$ cat config.mk
export PLATFORM = sky130hd
export DESIGN_NAME = adpc_queue
export DESIGN_NICKNAME = d
export VERILOG_FILES = /design/src/rtl/adpc_pkg.sv /design/src/rtl/adpc_queue.sv
export SDC_FILE = /design/constraint.sdc
export NUM_CORES = 1
export LEC_CHECK = 0
export BUFFER_PORTS_ARGS = -buffer_cell sky130_fd_sc_hd__buf_2
export CAP_MARGIN = 20
export CORE_MARGIN = 4
export CORE_UTILIZATION = 57
export DETAILED_ROUTE_END_ITERATION = 8
export GPL_TIMING_DRIVEN = 0
export PLACE_DENSITY = 0.88
export SLEW_MARGIN = 20
export SYNTH_ARGS = -nofsm -noshare
export SYNTH_HDL_FRONTEND = slang
export SYNTH_SLANG_ARGS = --single-unit
$ cat constraint.sdc
create_clock -name clock -period 3.45 [get_ports clock]
set_clock_uncertainty 0.2 [all_clocks]
set_input_delay 0.69 -clock clock [delete_from_list [all_inputs] [get_ports clock]]
set_output_delay 0.69 -clock clock [all_outputs]
set_load 0.03 [all_outputs]
$ cat src/rtl/adpc_pkg.sv
`default_nettype none

package adpc_pkg;

   // configuration register indexes
   localparam logic [2:0] CSR_PIXEL_MODE      = 3'd0;
   localparam logic [2:0] CSR_BYTES_PER_PIXEL = 3'd1;
   localparam logic [2:0] CSR_RED_SHIFT       = 3'd2;
   localparam logic [2:0] CSR_GREEN_SHIFT     = 3'd3;
   localparam logic [2:0] CSR_BLUE_SHIFT      = 3'd4;
   localparam logic [2:0] CSR_RED_BITS        = 3'd5;
   localparam logic [2:0] CSR_GREEN_BITS      = 3'd6;
   localparam logic [2:0] CSR_BLUE_BITS       = 3'd7;

   // pixel modes, also used as the request kind in the queue
   localparam logic [1:0] MODE_DIRECT       = 2'd0;
   localparam logic [1:0] MODE_DIRECT_ALPHA = 2'd1;
   localparam logic [1:0] MODE_PALETTE      = 2'd2;
   localparam logic [1:0] MODE_MONO         = 2'd3;

   localparam logic CMD_CONVERT     = 1'b0;
   localparam logic CMD_TABLE_WRITE = 1'b1;

   localparam logic [2:0] BPP_ONE  = 3'd1;
   localparam logic [2:0] BPP_TWO  = 3'd2;
   localparam logic [2:0] BPP_FOUR = 3'd4;

   localparam int QUEUE_DEPTH = 4;
   localparam int OUT_DEPTH   = 4;

   typedef struct packed {
      logic [1:0] pixel_mode;
      logic [2:0] bytes_per_pixel;
      logic [4:0] red_shift;
      logic [4:0] green_shift;
      logic [4:0] blue_shift;
      logic [4:0] red_bits;
      logic [4:0] green_bits;
      logic [4:0] blue_bits;
   } adpc_cfg_type;

   typedef struct packed {
      logic [1:0]  kind;
      logic [31:0] argb;
      logic        row_end;
      logic [7:0]  table_byte;
   } adpc_item_type;

endpackage

`default_nettype wire

$ cat src/rtl/adpc_queue.sv
`default_nettype none

module adpc_queue import adpc_pkg::*; (
   input  wire logic     clock,
   input  wire logic     reset,
   input  wire logic     wr_en,
   input  adpc_item_type wr_item,
   output logic          q_full,
   input  wire logic     rd_en,
   output adpc_item_type rd_item,
   output logic          q_empty
);

   localparam int PtrBits = $clog2(QUEUE_DEPTH);
   localparam int CntBits = $clog2(QUEUE_DEPTH + 1);

   adpc_item_type slot_ff [QUEUE_DEPTH];

   logic [PtrBits-1:0] wr_ptr_ff;
   logic [PtrBits-1:0] wr_ptr_in;
   logic [PtrBits-1:0] rd_ptr_ff;
   logic [PtrBits-1:0] rd_ptr_in;
   logic [CntBits-1:0] count_ff;
   logic [CntBits-1:0] count_in;
   logic               do_wr;
   logic               do_rd;

   assign q_full  = (count_ff == CntBits'(QUEUE_DEPTH));
   assign q_empty = (count_ff == '0);
   assign do_wr   = wr_en && !q_full;
   assign do_rd   = rd_en && !q_empty;
   assign rd_item = slot_ff[rd_ptr_ff];

   always_comb begin
      wr_ptr_in = wr_ptr_ff;
      rd_ptr_in = rd_ptr_ff;
      count_in  = count_ff;
      if (do_wr) begin
         wr_ptr_in = (wr_ptr_ff == PtrBits'(QUEUE_DEPTH - 1)) ? '0 : wr_ptr_ff + 1'b1;
      end
      if (do_rd) begin
         rd_ptr_in = (rd_ptr_ff == PtrBits'(QUEUE_DEPTH - 1)) ? '0 : rd_ptr_ff + 1'b1;
      end
      if (do_wr && !do_rd) begin
         count_in = count_ff + 1'b1;
      end else if (do_rd && !do_wr) begin
         count_in = count_ff - 1'b1;
      end
   end

   always_ff @(posedge clock) begin
      if (reset) begin
         wr_ptr_ff <= '0;
         rd_ptr_ff <= '0;
         count_ff  <= '0;
      end else begin
         wr_ptr_ff <= wr_ptr_in;
         rd_ptr_ff <= rd_ptr_in;
         count_ff  <= count_in;
      end
   end

   always_ff @(posedge clock) begin
      if (do_wr) begin
         slot_ff[wr_ptr_ff] <= wr_item;
      end
   end

endmodule

`default_nettype wire

==> impl_metrics.ini <==
[sta]
rsz0062_at_grt = false
layout_setup_ws_ps = 477
hold_viol_final = 0
fin_crit_ps = 2970
max_freq_ghz = 0.336
tightest_slew_ps = 716
slew-limit-headroom = 0.523
post-route-period-util = 0.862
finalSetupTns_ps = 0
final_max_slew_viol_count = 0
setup_viol = 0

[die]
pin_count = 92
die_area_mm2 = 0.0135
chipHeight_um = 116
core_mm2 = 0.0115
start_util = 0.583
die_w_um = 116
fp-row-count = 39

[detailed_routing]
vias = 3066
drt-pass1-iter-count = 5
drt_iter0_drc = 265
wirelength_mm = 10.9
drcViolationCount = 0
viasPerCell = 5.68
ant_nets = 0
wl_per_cell_um = 20.2

[synth]
synth_cell_type_count = 26
synth_xor_area_frac = 0.00262
async_flop_share = 0
ys.flop_type = edfxtp_1
syn_avg_cell_area_um2 = 24.3
synthAdderAreaFrac = 0.0142
yosysSeqAreaShare = 0.799
synth_area_mm2 = 0.00669
synth_top_family_by_area = multiplexers
synth_edf_count = 172
yosys.area_share.simple = 0.0140
syn-num-nets = 329
ys_warn_count = 0
synth-compound-area-share = 0.00748
synthCells = 275
synth-seq-cells = 181
synth_mux_area_frac = 0.148

[global_routing]
overflow = 0
grt_use_total = 0.178
grt_max_degree = 44
first_global_vias = 3272
antenna_found_initial = 0
grt_first_pass_wirelength_mm = 17.2

[clock_network]
cts_buffer_depth = 2
clock_sinks = 181
cts_tree = done
clock_latency_ps = 420
numCtsBuffers = 17
htreeDepth = 4
post_cts_resized = 0
root_buffer = clkbuf_16
post_cts_buffers = 0
cts_hold_buf = 0
path_clk_slew_ps = 70

[power]
power_frac_clock = 0.318
ir_drop_uv = 593
switchingPower_w = 0.00180
leakage_nw = 2.73
p_int_w = 0.00446
p_sw_frac = 0.287
power_frac_seq = 0.437
comb_power_share = 0.245
power_density_mw_per_mm2 = 786

[setup_path]
rr_worst_depth = 10
rr_startpoint = count_ff[0]
arrival_ps = 2080
crit_fanout = 10
r2r_setup_slack_ps = 800
r2r_end = count_ff[2]
cp-end-kind = output port
crit_required_ps = 2560
start_kind = register
worstSetupPathType = reg2out

[status]
outcome = finished, final reports clean

[worst_hold_path]
hold_start = wr_item[10]
worstHoldPathType = in2reg
hold_end = slot_ff[2][10]
hold_depth = 1

[placed_design]
post_dp_cell_area_mm2 = 0.00733
place_congestion = 0.670
dpl_worst_slack_ps = 642
dpl.hpwl_mm = 6.74
numPortBuffers = 90

[final_layout]
area_delta_synth_final_pct = 19.0
antenna_cells = 0
stdcell_area_mm2 = 0.00796
drive_gt1_frac = 0.456
nNetsFinal = 438

[job]
max_cap_violations = 0
## per-layer routing
layer	part of all wire	routed length, um	track usage
met1	0.40	4360	0.219
met2	0.53	5790	0.297
met3	0.055	601	0.0534
met4	0.016	172	0.0758
met5	0	0	0
## final cells by class
class / count / area, um^2
clock inverters: 15 / 203
well taps: 143 / 179
plain buffers: 12 / 75.1
flip-flops and latches: 181 / 5350
fillers: 715 / 3510
multi-input cells: 77 / 1260
clock buffers: 17 / 425
repair buffers: 90 / 450
inverters: 5 / 23.8
## sequential cells by signal, summed over array words and instances, names as in the netlist, named ones only
| register | flops |
|---|---|
| wr_ptr_ff | 2 |
| slot_ff | 172 |
| count_ff | 3 |
| rd_ptr_ff | 2 |
## cells in the mapped netlist (3+ instances only)
| master | number | area (um^2) |
|---|---|---|
| a21oi_1 | 3 | 15.0 |
| and3_2 | 4 | 30.0 |
| buf_2 | 3 | 15.0 |
| buf_4 | 3 | 22.5 |
| clkbuf_1 | 4 | 15.0 |
| dfxtp_1 | 9 | 180 |
| edfxtp_1 | 172 | 5160 |
| ha_1 | 6 | 75.1 |
| inv_1 | 4 | 15.0 |
| mux4_2 | 43 | 968 |
| nor2_1 | 3 | 11.3 |
## per-stage QoR
step,hold slack [ps],total power (W),util,cells
3_3_place_gp,283,0.00429,0.638,508
5_1_grt,261,0.00653,0.694,540
6_report,276,0.00625,0.694,540
3_5_place_dp,293,0.00434,0.639,508
4_1_cts,258,0.00633,0.694,540
2_1_floorplan,263,0.00391,-,275
## worst max path at each step
stage,start,endpoint,slack [ps],cells after the start
detailed placement,wr_en,count_ff[2],640,9
global placement,wr_en,count_ff[2],810,9
finish,register,rd_item[36],480,4
CTS,register,rd_item[9],450,4
floorplan,count_ff[0],count_ff[2],1020,10
global route,register,rd_item[9],380,4
## kinds of logic after synthesis
kind of cell | count (synthesis)
AO/OA/AOI/OAI | 7
XOR/XNOR | 2
adder cells (fa/ha/maj) | 7
buffers and inverters | 17
flip-flops | 181
multiplexers | 45
AND/OR/NAND/NOR | 16
## critical path: stages, from the launching register on
cell	delay, ps
dfxtp_1	300
buf_2	180
clkbuf_1	570
mux4_2	420
buf_2	190
## power groups by stage
stage | registers (W) | clock network, W | logic (W)
floorplan | 0.00275 | 0 | 0.00116
global placement | 0.00276 | 0 | 0.00153
detailed placement | 0.00278 | 0 | 0.00156
CTS | 0.00273 | 0.00203 | 0.00157
global route | 0.00275 | 0.00214 | 0.00164
finish | 0.00273 | 0.00199 | 0.00153
## cells in the final DEF, fill, tap and decap left out, types with 3 or more instances in the layout
cell type	synthesis	routed
inv_1	4	4
buf_4	3	3
dfxtp_1	9	9
mux4_2	43	43
a21oi_1	3	3
clkbuf_16	0	17
ha_1	6	6
edfxtp_1	172	172
and3_4	0	4
clkinv_4	1	6
nor2_1	3	3
buf_2	3	93
clkbuf_1	4	4
bufinv_16	0	4
(Power assumes the default switching activity.)
